===== src/design/cft_pkg.sv =====
`timescale 1ns / 1ps

package cft_pkg;

  // character codes
  localparam logic [7:0] CHAR_NUL   = 8'h00;
  localparam logic [7:0] CHAR_QUOTE = 8'h22;
  localparam logic [7:0] CHAR_COMMA = 8'h2C;
  localparam logic [7:0] CHAR_LF    = 8'h0A;
  localparam logic [7:0] CHAR_CR    = 8'h0D;

  // field capacity after reset
  localparam logic [7:0] CAP_RESET = 8'd17;

  // entries in the queue between front and back
  localparam int unsigned QUEUE_DEPTH = 4;

  typedef enum logic [2:0] {
    MODE_START   = 3'd0,
    MODE_PLAIN   = 3'd1,
    MODE_QUOTED  = 3'd2,
    MODE_PENDING = 3'd3,
    MODE_SKIP    = 3'd4
  } mode_e;

  typedef struct packed {
    logic [7:0] out_byte;
    logic       byte_valid;
    logic       field_done;
    logic [7:0] field_index;
    logic       line_done;
    logic [7:0] field_count;
  } result_t;

  // all results caused by one input byte, in order
  typedef struct packed {
    logic    first_valid;
    result_t first;
    logic    second_valid;
    result_t second;
  } entry_t;

  function automatic logic mode_is_open(mode_e mode);
    return (mode == MODE_PLAIN) || (mode == MODE_QUOTED) || (mode == MODE_PENDING);
  endfunction

endpackage


===== src/design/cft_front.sv =====
`timescale 1ns / 1ps

module cft_front (
  input  logic            clk_i,
  input  logic            rst_ni,
  input  logic            push_i,
  input  logic [7:0]      in_byte_i,
  input  logic            end_of_line_i,
  input  logic            full_i,
  input  logic            cfg_we_i,
  input  logic [7:0]      cfg_data_i,
  output logic            wr_en_o,
  output cft_pkg::entry_t wr_entry_o
);
  import cft_pkg::*;

  mode_e      mode_q, mode_d, mode_b;
  logic [7:0] seen_q, seen_d, seen_b;
  logic       term_q, term_d, term_b;
  logic [7:0] cap_q;

  logic       accept;
  logic       is_nul, is_quote, is_comma, is_crlf;
  logic       opens, plain_go, tail_close;
  logic [7:0] prev_idx, cur_idx;
  entry_t     entry;

  assign accept   = push_i && !full_i;
  assign is_nul   = (in_byte_i == CHAR_NUL);
  assign is_quote = (in_byte_i == CHAR_QUOTE);
  assign is_comma = (in_byte_i == CHAR_COMMA);
  assign is_crlf  = (in_byte_i == CHAR_CR) || (in_byte_i == CHAR_LF);

  // byte opens a new field from start or skip mode
  assign opens = !term_q && !is_nul && (seen_q < cap_q) &&
                 ((mode_q == MODE_START) || ((mode_q == MODE_SKIP) && !is_crlf));

  // byte goes through the unquoted rule
  assign plain_go = !term_q && !is_nul &&
                    ((opens && !is_quote) || (mode_q == MODE_PLAIN) ||
                     ((mode_q == MODE_PENDING) && !is_quote));

  assign prev_idx = seen_q - 8'd1;
  assign cur_idx  = opens ? seen_q : prev_idx;

  // next state
  always_comb begin
    mode_b = mode_q;
    seen_b = seen_q + {7'd0, opens};
    term_b = term_q;
    if (!term_q) begin
      if (is_nul) begin
        mode_b = MODE_START;
        term_b = 1'b1;
      end else if (plain_go) begin
        if (is_comma) begin
          mode_b = MODE_START;
        end else if (is_crlf) begin
          mode_b = MODE_SKIP;
        end else begin
          mode_b = MODE_PLAIN;
        end
      end else if (opens) begin
        mode_b = MODE_QUOTED;
      end else begin
        unique case (mode_q)
          MODE_START:   mode_b = MODE_START;
          MODE_SKIP:    mode_b = MODE_SKIP;
          MODE_PLAIN:   mode_b = MODE_PLAIN;
          MODE_QUOTED:  mode_b = is_quote ? MODE_PENDING : MODE_QUOTED;
          MODE_PENDING: mode_b = MODE_QUOTED;
          default:      mode_b = MODE_START;
        endcase
      end
    end
    if (end_of_line_i) begin
      mode_d = MODE_START;
      seen_d = 8'd0;
      term_d = 1'b0;
    end else begin
      mode_d = mode_b;
      seen_d = seen_b;
      term_d = term_b;
    end
  end

  // results of this byte
  assign tail_close = !term_b && mode_is_open(mode_b);

  always_comb begin
    entry = '0;
    if (!term_q) begin
      if (is_nul) begin
        if (mode_is_open(mode_q)) begin
          entry.first_valid            = 1'b1;
          entry.first.field_done       = 1'b1;
          entry.first.field_index      = prev_idx;
        end
      end else if (plain_go) begin
        entry.first_valid              = 1'b1;
        entry.first.field_index        = cur_idx;
        if (is_comma || is_crlf) begin
          entry.first.field_done       = 1'b1;
        end else begin
          entry.first.byte_valid       = 1'b1;
          entry.first.out_byte         = in_byte_i;
        end
      end else if (((mode_q == MODE_QUOTED) && !is_quote) ||
                   ((mode_q == MODE_PENDING) && is_quote)) begin
        entry.first_valid              = 1'b1;
        entry.first.byte_valid         = 1'b1;
        entry.first.out_byte           = in_byte_i;
        entry.first.field_index        = prev_idx;
      end
    end
    if (end_of_line_i) begin
      entry.second_valid = tail_close || !entry.first_valid;
      if (tail_close) begin
        entry.second.field_done  = 1'b1;
        entry.second.field_index = seen_b - 8'd1;
      end
      if (entry.second_valid) begin
        entry.second.line_done   = 1'b1;
        entry.second.field_count = seen_b;
      end else begin
        entry.first.line_done    = 1'b1;
        entry.first.field_count  = seen_b;
      end
    end
  end

  assign wr_en_o    = accept && (entry.first_valid || entry.second_valid);
  assign wr_entry_o = entry;

  always_ff @(posedge clk_i or negedge rst_ni) begin
    if (!rst_ni) begin
      mode_q <= MODE_START;
      seen_q <= 8'd0;
      term_q <= 1'b0;
    end else if (accept) begin
      mode_q <= mode_d;
      seen_q <= seen_d;
      term_q <= term_d;
    end
  end

  always_ff @(posedge clk_i or negedge rst_ni) begin
    if (!rst_ni) begin
      cap_q <= CAP_RESET;
    end else if (cfg_we_i) begin
      cap_q <= cfg_data_i;
    end
  end

endmodule


===== src/design/cft_queue.sv =====
`timescale 1ns / 1ps

module cft_queue #(
  parameter int unsigned Depth = 4
) (
  input  logic            clk_i,
  input  logic            rst_ni,
  input  logic            wr_en_i,
  input  cft_pkg::entry_t wr_entry_i,
  input  logic            rd_en_i,
  output cft_pkg::entry_t rd_entry_o,
  output logic            rd_valid_o,
  output logic            full_o
);
  import cft_pkg::*;

  localparam int unsigned PtrW = (Depth > 1) ? $clog2(Depth) : 1;
  localparam int unsigned CntW = $clog2(Depth + 1);

  entry_t            slots_q [Depth];
  logic [PtrW-1:0]   wr_ptr_q, wr_ptr_d, rd_ptr_q, rd_ptr_d;
  logic [CntW-1:0]   cnt_q, cnt_d;
  logic              do_wr, do_rd;

  assign do_wr = wr_en_i && !full_o;
  assign do_rd = rd_en_i && rd_valid_o;

  assign full_o     = (cnt_q == CntW'(Depth));
  assign rd_valid_o = (cnt_q != '0);
  assign rd_entry_o = slots_q[rd_ptr_q];

  always_comb begin
    wr_ptr_d = wr_ptr_q;
    rd_ptr_d = rd_ptr_q;
    if (do_wr) begin
      wr_ptr_d = (wr_ptr_q == PtrW'(Depth - 1)) ? '0 : wr_ptr_q + 1'b1;
    end
    if (do_rd) begin
      rd_ptr_d = (rd_ptr_q == PtrW'(Depth - 1)) ? '0 : rd_ptr_q + 1'b1;
    end
    cnt_d = cnt_q + CntW'(do_wr) - CntW'(do_rd);
  end

  always_ff @(posedge clk_i or negedge rst_ni) begin
    if (!rst_ni) begin
      wr_ptr_q <= '0;
      rd_ptr_q <= '0;
      cnt_q    <= '0;
    end else begin
      wr_ptr_q <= wr_ptr_d;
      rd_ptr_q <= rd_ptr_d;
      cnt_q    <= cnt_d;
    end
  end

  always_ff @(posedge clk_i) begin
    if (do_wr) begin
      slots_q[wr_ptr_q] <= wr_entry_i;
    end
  end

endmodule


===== src/design/cft_back.sv =====
`timescale 1ns / 1ps

module cft_back (
  input  logic             clk_i,
  input  logic             rst_ni,
  input  cft_pkg::entry_t  head_i,
  input  logic             head_valid_i,
  output logic             head_take_o,
  input  logic             pop_i,
  output logic             empty_o,
  output cft_pkg::result_t result_o
);
  import cft_pkg::*;

  // set once the first result of the head entry is gone
  logic sub_q, sub_d;
  logic show_first, last_slot, taken;

  assign show_first  = !sub_q && head_i.first_valid;
  // an entry holding a single result, in either slot, leaves on its first pop
  assign last_slot   = sub_q || !head_i.first_valid || !head_i.second_valid;
  assign empty_o     = !head_valid_i;
  assign taken       = pop_i && head_valid_i;
  assign head_take_o = taken && last_slot;
  assign result_o    = show_first ? head_i.first : head_i.second;

  always_comb begin
    sub_d = sub_q;
    if (taken) begin
      sub_d = !last_slot;
    end
  end

  always_ff @(posedge clk_i or negedge rst_ni) begin
    if (!rst_ni) begin
      sub_q <= 1'b0;
    end else begin
      sub_q <= sub_d;
    end
  end

endmodule


===== src/design/csv_field_tokenizer_top.sv =====
`timescale 1ns / 1ps

// channel   | handshake              | transfer when       | payload
// ----------+------------------------+---------------------+------------------------------
// input     | push_i / full_o        | push_i && !full_o   | in_byte_i, end_of_line_i
// result    | empty_o / pop_i        | pop_i && !empty_o   | out_byte_o .. field_count_o
// config    | cfg_we_i               | cfg_we_i            | cfg_data_i (field capacity)
//
// one byte is taken per cycle unless full; its results enter the queue in the same cycle
// the result side drains one result per cycle, so a byte with two results costs two pops
// full_o rises when the queue holds QueueDepth entries; the front stalls without losing state
// a byte with no result (opening quote, skipped CR/LF, bytes after a terminator) uses no entry
// reset clears parse state, queue pointers and sets field capacity to 17; no clearing pass

module csv_field_tokenizer_top #(
  parameter int unsigned QueueDepth = cft_pkg::QUEUE_DEPTH
) (
  input  logic       clk_i,
  input  logic       rst_ni,
  // byte input
  input  logic       push_i,
  output logic       full_o,
  input  logic [7:0] in_byte_i,
  input  logic       end_of_line_i,
  // result output
  output logic       empty_o,
  input  logic       pop_i,
  output logic [7:0] out_byte_o,
  output logic       byte_valid_o,
  output logic       field_done_o,
  output logic [7:0] field_index_o,
  output logic       line_done_o,
  output logic [7:0] field_count_o,
  // capacity register
  input  logic       cfg_we_i,
  input  logic [7:0] cfg_data_i
);
  import cft_pkg::*;

  // front to queue
  logic    wr_en;
  entry_t  wr_entry;
  logic    queue_full;
  // queue to back
  entry_t  head;
  logic    head_valid;
  logic    head_take;
  result_t result;

  // front: mode tracking, field counting, result building per byte
  cft_front u_front (
    .clk_i         (clk_i),
    .rst_ni        (rst_ni),
    .push_i        (push_i),
    .in_byte_i     (in_byte_i),
    .end_of_line_i (end_of_line_i),
    .full_i        (queue_full),
    .cfg_we_i      (cfg_we_i),
    .cfg_data_i    (cfg_data_i),
    .wr_en_o       (wr_en),
    .wr_entry_o    (wr_entry)
  );

  // decoupling queue, one entry per byte that has results
  cft_queue #(
    .Depth (QueueDepth)
  ) u_queue (
    .clk_i      (clk_i),
    .rst_ni     (rst_ni),
    .wr_en_i    (wr_en),
    .wr_entry_i (wr_entry),
    .rd_en_i    (head_take),
    .rd_entry_o (head),
    .rd_valid_o (head_valid),
    .full_o     (queue_full)
  );

  // back: hands out the one or two results of the head entry in order
  cft_back u_back (
    .clk_i        (clk_i),
    .rst_ni       (rst_ni),
    .head_i       (head),
    .head_valid_i (head_valid),
    .head_take_o  (head_take),
    .pop_i        (pop_i),
    .empty_o      (empty_o),
    .result_o     (result)
  );

  assign full_o        = queue_full;
  assign out_byte_o    = result.out_byte;
  assign byte_valid_o  = result.byte_valid;
  assign field_done_o  = result.field_done;
  assign field_index_o = result.field_index;
  assign line_done_o   = result.line_done;
  assign field_count_o = result.field_count;

endmodule


===== config.mk =====
export PLATFORM = sky130hd
export DESIGN_NAME = csv_field_tokenizer_top
export DESIGN_NICKNAME = d
export VERILOG_FILES = /design/src/design/cft_pkg.sv /design/src/design/cft_front.sv /design/src/design/cft_queue.sv /design/src/design/cft_back.sv /design/src/design/csv_field_tokenizer_top.sv
export SDC_FILE = /design/constraint.sdc
export NUM_CORES = 1
export LEC_CHECK = 0
export BUFFER_PORTS_ARGS = -buffer_cell sky130_fd_sc_hd__buf_2
export CORE_MARGIN = 8
export CORE_UTILIZATION = 40
export CTS_BUF_LIST = sky130_fd_sc_hd__clkbuf_4
export DETAILED_ROUTE_END_ITERATION = 10
export PLACE_DENSITY_LB_ADDON = 0.2
export RECOVER_POWER = 50
export SYNTH_ARGS = -nofsm -noshare
export SYNTH_HDL_FRONTEND = slang
export SYNTH_HIERARCHICAL = 1
export SYNTH_SLANG_ARGS = --single-unit

===== constraint.sdc =====
create_clock -name clk_i -period 10.6 [get_ports clk_i]
set_input_delay 2.12 -clock clk_i [delete_from_list [all_inputs] [get_ports clk_i]]
set_output_delay 2.12 -clock clk_i [all_outputs]
set_load 0.05 [all_outputs]

==> results_dict.tcl, run 1 <==
set metrics [dict create \
    fmax_mhz 144 \
    drc 0 \
    hpwlAfterDp_um 15500 \
    worstMarginPinSlew_ps 2950 \
    yosysWarnings 6 \
    grt_max_degree 59 \
    antenna_found_initial 1 \
    cpMostUsedCell "a2111oi_0" \
    p_per_area_nw_per_um2 311 \
    vdd_drop_max_uv 328 \
    dr_total_vias 6278 \
    cts.sinks 252 \
    syn_avg_cell_area_um2 17.0 \
    wl_per_cell_um 20.4 \
    p_total_w 0.00392 \
    via_per_inst 5.25 \
    cts_tree "done" \
    crit_path_top_delay_cell "a2111oi_0" \
    layout_common_cells "edfxtp_1, clkbuf_4, mux4_2" \
    crit_path_start "in_byte_i[3]" \
    ys_types 73 \
    cp_data_arrival_time_ps 7110 \
    grt_pass1_vias 6811 \
    syn_to_final_growth_pct 10.9 \
    clk_pin_slew_ps 60 \
    r2r_cells 9 \
    finish.net_count 806 \
    start_util_pct 40.8 \
    cts_buffer_depth 3 \
    ys.flop_type "edfxtp_1" \
    port_buffers 50 \
    fin_crit_sh_pct 65.5 \
    path_class "input pin to register" \
    violations "capacitance limit, slew limit" \
    leakagePower_nw 4.55 \
    ys_seq_area_share_pct 65.2 \
    status "complete, but fails checks" \
    cp-end-kind "register" \
    r2r_start "u_front/seen_q[5]$_DFFE_PN0P_" \
    critical_path_buf_inv_count 1 \
    cp.depth 7 \
    ys_seq_elements 252 \
    final_common_cell "edfxtp_1" \
    min-delay-path-class "register to register" \
    dieArea_um2 34100 \
    cp.required_ps 10770 \
    min_path_cells 2 \
    slew_viol_final 81 \
    drive_above_1_share_pct 31.3 \
    cp-start-kind "input pin" \
    io_pins 51 \
    numCtsBuffers 67 \
    async_flop_share_pct 11.1 \
    clock_latency_ps 670 \
    post-place-ws_ps 4720 \
    cts-root-buf "clkbuf_4" \
    die_y_um 185 \
    rsz0062_at_grt "no" \
    postCtsResizedCells 0 \
    first_pass_iters 4 \
    cts_hold_buf 0 \
    coreArea_um2 27900 \
    ant_nets 0 \
    setup_viol 0 \
    postLayoutCoreUtil_pct 45.2 \
    slowest_delay_ps 2320 \
    drt-total-wl_um 24400 \
    h-tree-depth 3 \
    finalHoldViolCount 0 \
    grt_remaining_overflow 0 \
    postCtsSetupBuffers 0 \
    slew_headroom_pct -102 \
    drt_iter0_markers 506 \
    die_w_um 185 \
    fin_ws_ps 3660 \
    fin_tns_setup_ps 0 \
    hold_start "u_front/cap_q[5]$_DFFE_PN0P_" \
    grt_pass1_wl_um 38300 \
    cp_max_fo 9 \
    synth_edf_count 224 \
    num_rows 61 \
    finalCriticalPeriod_ps 6940 \
    crit_family "compound AO/OA/AOI/OAI gates" \
    skew_ps 46.8 \
    postSynthCellCount 672 \
    path_cells "clkbuf_1 > nor4_1 > a2111oi_0 > o211ai_1 > o21ai_0 > a2111oi_0 > nor3_1" \
    cap_viol_max_count 5 \
    syn_area_um2 11400 \
    gp_congestion 0.872 \
    gr-usage-all-layers_pct 14.8 \
]
final timing paths:
check	slack, ps	to
worst max-delay path	3660	u_queue/slots_q[2][11]$_DFFE_PP_
max in group asynchronous	7500	u_queue/rd_ptr_q[1]$_DFFE_PN0P_
worst min register to register	540	u_front/cap_q[5]$_DFFE_PN0P_
min in group asynchronous	1890	u_back/sub_q$_DFFE_PN0P_
worst max register to register	5160	u_queue/slots_q[3][50]$_DFFE_PP_
worst min-delay path	540	u_front/cap_q[5]$_DFFE_PN0P_
power breakdown:
part           switching [W]  internal, W  total [W]
Clock               0.000392     0.000423   0.000814
Sequential          0.000150      0.00137    0.00152
Combinational       0.000985     0.000602    0.00159
worst min-delay path, stage by stage (launching register included):
cell and delay [ps]:
dfrtp_1 320, inv_1 50, o21ai_0 140
sequential cells by signal, indices dropped and copies added, names as in the netlist:
register and count:
u_queue/slots_q 224, u_front/mode_q 3, u_front/cap_q 8, u_front/seen_q 8
u_queue/cnt_q 3, u_queue/rd_ptr_q 2, u_back/sub_q 1, u_queue/wr_ptr_q 2
u_front/term_q 1
routing by layer:
metal / routed length [um] / track usage, %
met1: 11000 / 19.5
met2: 11600 / 23.1
met3: 1460 / 4.08
met4: 360 / 5.47
met5: 0 / 0
final cells by class:
type / instances / area (um^2)
fillers: 2529 / 15300
flip-flops and latches: 252 / 7440
multi-input cells: 363 / 3510
clock buffers: 89 / 668
well taps: 378 / 473
repair buffers: 55 / 278
clock inverters: 31 / 165
inverters: 25 / 93.8
diodes: 2 / 5.00
cells in the mapped netlist, types with 4 or more instances:
| library cell | n | share of area [%] |
|---|---|---|
| ha_1 | 19 | 2.1 |
| nand2b_1 | 6 | 0.33 |
| a21oi_1 | 12 | 0.53 |
| o21ai_1 | 4 | 0.18 |
| xor2_1 | 10 | 0.77 |
| buf_12 | 5 | 0.88 |
| mux4_2 | 56 | 11 |
| and2_1 | 11 | 0.60 |
| o21ai_0 | 28 | 1.2 |
| buf_4 | 13 | 0.86 |
| xnor2_1 | 8 | 0.62 |
| dfrtp_1 | 26 | 5.7 |
| nor3_1 | 11 | 0.48 |
| nand3_1 | 10 | 0.44 |
| nand2_1 | 30 | 0.99 |
| buf_2 | 5 | 0.22 |
| nor2b_1 | 4 | 0.22 |
| inv_1 | 25 | 0.82 |
| nor2_1 | 23 | 0.76 |
| and3_1 | 12 | 0.66 |
| o31ai_1 | 5 | 0.33 |
| nor3b_1 | 6 | 0.40 |
| o211ai_1 | 4 | 0.26 |
| mux2_2 | 10 | 0.99 |
| mux2_4 | 20 | 2.6 |
| edfxtp_1 | 224 | 59 |
| clkbuf_1 | 13 | 0.43 |
kinds of logic after synthesis:
family          count (synthesis)  share of synthesized area [%]
other cells                     1                         0.0329
buf+inv                        65                           3.47
compound gates                 91                           5.94
fa+ha+maj                      20                           2.26
flops                         252                           65.2
mux                            86                           14.7
simple gates                  139                           7.00
xor+xnor                       18                           1.38
through the flow:
stage / hold slack, ps / cells / area [um^2]
floorplan: 478 / 680 / 11400
global placement: 527 / 1073 / 11900
CTS: 550 / 1193 / 12700
global route: 594 / 1195 / 12600
finish: 542 / 1195 / 12600
detailed placement: 533 / 1073 / 11900
No activity file was read; power rests on OpenSTA's default activity.
==> run 2, diff against run 1 <==
ABC_AREA = 1   (was not set)
clock period = 5.7 ns   (was 10.6 ns; I/O delays follow)
==> results_dict.tcl, run 2 <==
set metrics [dict create \
    cpMostUsedCell "nand2_1" \
    fmax_mhz 213 \
    status "complete, but fails checks" \
    synth_top_cell_area_share_pct 54.9 \
    synth_edf_count 224 \
    cp.depth 15 \
    yosys-top-cells-count "nand2_1, edfxtp_1, inv_1, o211ai_2, nor2_1" \
    port_buffers 50 \
    largestRegisters "u_queue/slots_q x224, u_front/cap_q x8, u_front/seen_q x8" \
    crit_family "simple AND/OR/NAND/NOR gates" \
    finalCriticalPeriod_ps 4690 \
    start_util_pct 40.4 \
    clkPwrFrac_pct 19.0 \
    path_cells "buf_2 > nor2_1 > nand2_1 > o21ai_4 > nor2_4 > nand3_1 > nand2_1 > nand4_1 > a21oi_1 > inv_1 > nand2_1 > a21oi_1 > nand2_1 > nor2_4 > clkbuf_4" \
    power_frac_seq_pct 34.3 \
    critical_path_buf_inv_count 3 \
    slew_headroom_pct -11.7 \
    cts_tree "done" \
    top_register "u_queue/slots_q" \
    combinationalPowerShare_pct 46.8 \
    placedCellCount 1540 \
    path_class "input pin to register" \
    r2r_end "u_queue/slots_q[1][4]$_DFFE_PP_" \
    hpwlAfterDp_um 15100 \
    slowest_delay_ps 790 \
    dieArea_um2 36500 \
    yosysWarnings 6 \
    syn_avg_cell_area_um2 10.8 \
    cp-end-kind "register" \
    ys_seq_elements 252 \
    cp.required_ps 5960 \
    synth_area_leaders "edfxtp_1, nand2_1, o211ai_2, inv_1, dfrtp_1" \
    wl_per_cell_um 15.8 \
    gr-usage-all-layers_pct 14.5 \
    layout_common_cells "nand2_1, edfxtp_1, inv_1" \
    setup_viol 0 \
    rrSetupSlack_ps 1200 \
    via_per_inst 4.79 \
    num_rows 64 \
    postCtsResizedCells 0 \
    numCtsBuffers 68 \
    syn_area_um2 12300 \
    cts_buffer_depth 3 \
    slew_viol_final 29 \
    grt_remaining_overflow 0 \
    sw_frac_of_total_pct 45.5 \
    h-tree-depth 3 \
    async_flop_share_pct 11.1 \
    cts-root-buf "clkbuf_4" \
    cts.sinks 252 \
    vdd_drop_max_uv 504 \
    switchingPower_w 0.00375 \
    gp_congestion 0.858 \
    final_common_cell "nand2_1" \
    cts_hold_buf 0 \
    holdWs_ps 495 \
    drt-total-wl_um 26100 \
    p_per_area_nw_per_um2 613 \
    ys.flop_type "edfxtp_1" \
    die_w_um 191 \
    fin_cells 1654 \
    finalHoldViolCount 0 \
    dr_total_vias 7927 \
    fillers 2905 \
    drive_above_1_share_pct 18.9 \
    grt_pass1_wl_um 41800 \
    cp_data_arrival_time_ps 4940 \
    io_pins 51 \
    violations "capacitance limit, slew limit" \
    postSynthCellCount 1133 \
    die_y_um 191 \
    internal_power_w 0.00449 \
    leakagePower_nw 5.71 \
    crit_path_start "in_byte_i[7]" \
    fin_tns_setup_ps 0 \
    cap_viol_max_count 1 \
    finish.net_count 1256 \
    antenna_found_initial 2 \
    worstMarginPinSlew_ps 1670 \
    syn_to_final_growth_pct 9.52 \
    crit_path_top_delay_cell "clkbuf_4" \
    fin_crit_sh_pct 82.2 \
    synth_top_area_cell "edfxtp_1" \
    critPathCapture "u_queue/slots_q[1][4]$_DFFE_PP_" \
    postCtsSetupBuffers 0 \
    cp-start-kind "input pin" \
    grt_max_degree 224 \
    r2r_cells 16 \
    largest_reg_flops 224 \
    coreArea_um2 30300 \
    grt_pass1_vias 7928 \
    ys_types 42 \
    ys_seq_area_share_pct 60.6 \
    first_pass_iters 5 \
    clock_latency_ps 670 \
    ant_nets 0 \
    r2r_start "u_front/seen_q[2]$_DFFE_PN0P_" \
    yosys.cell_count.top_type "nand2_1" \
    min-delay-path-class "register to register" \
    drc 0 \
    rsz0062_at_grt "no" \
    cp_max_fo 56 \
    drt_iter0_markers 474 \
    clk_pin_slew_ps 60 \
    skew_ps 54.5 \
]
==> run 2: routing by layer <==
metal  GRT usage (%)  up-vias  wire length (um)
met4            5.65        2               465
met3            2.99       39              1250
met2            24.0      176             12400
met5               0        -                12
met1            18.4     3734             12000
li1                -     3976                 -
==> run 2: power groups by stage <==
stage          Clock, W  Combinational (W)  Sequential [W]
3_5_place_dp          0            0.00398         0.00285
3_3_place_gp          0            0.00397         0.00284
5_1_grt         0.00172            0.00423         0.00286
4_1_cts         0.00162            0.00399         0.00281
2_1_floorplan         0            0.00311         0.00283
6_report        0.00156            0.00385         0.00282
==> run 2: final cells by class <==
class	count	area, um^2	share of cell area (%)
Timing Repair Buffer	58	313	2.33
Antenna cell	1	2.50	0.0186
Clock inverter	13	97.6	0.727
Clock buffer	100	751	5.59
Tap cell	396	495	3.69
Inverter	186	698	5.20
Sequential cell	252	7430	55.4
Multi-Input combinational cell	648	3640	27.1
==> run 2: worst min path at each step <==
stage / start / to / slack [ps] / cells past startpoint
floorplan: u_front/cap_q[4]$_DFFE_PN1P_ / u_front/cap_q[4]$_DFFE_PN1P_ / 460 / 2
global placement: u_front/cap_q[4]$_DFFE_PN1P_ / u_front/cap_q[4]$_DFFE_PN1P_ / 490 / 2
detailed placement: u_front/cap_q[4]$_DFFE_PN1P_ / u_front/cap_q[4]$_DFFE_PN1P_ / 490 / 2
CTS: rst_ni / u_front/mode_q[2]$_DFFE_PN0P_ / 480 / 1
global route: u_front/cap_q[4]$_DFFE_PN1P_ / u_front/cap_q[4]$_DFFE_PN1P_ / 520 / 2
finish: u_front/cap_q[4]$_DFFE_PN1P_ / u_front/cap_q[4]$_DFFE_PN1P_ / 490 / 2
==> run 2: cells by family after synthesis <==
kind of cell	count (synthesis)	synth area share, %
simple gates	436	14.8
xor+xnor	14	1.00
other cells	1	0.0306
fa+ha+maj	20	2.10
mux	1	0.0918
compound gates	168	12.0
flops	252	60.6
buf+inv	241	9.36
==> run 2: worst min-delay path: stages, from the launching register on <==
cell,delay (ps)
dfstp_2,360
inv_1,60
o21ai_0,70
==> run 2: per-stage QoR <==
step	instance area (um^2)	total power, W	worst slack (ps)	util (%)
floorplan	12300	0.00594	319	-
global placement	12700	0.00682	1320	42.0
detailed placement	12700	0.00683	1280	42.0
CTS	13600	0.00842	1190	44.8
global route	13400	0.00881	690	44.2
finish	13400	0.00823	1010	44.2
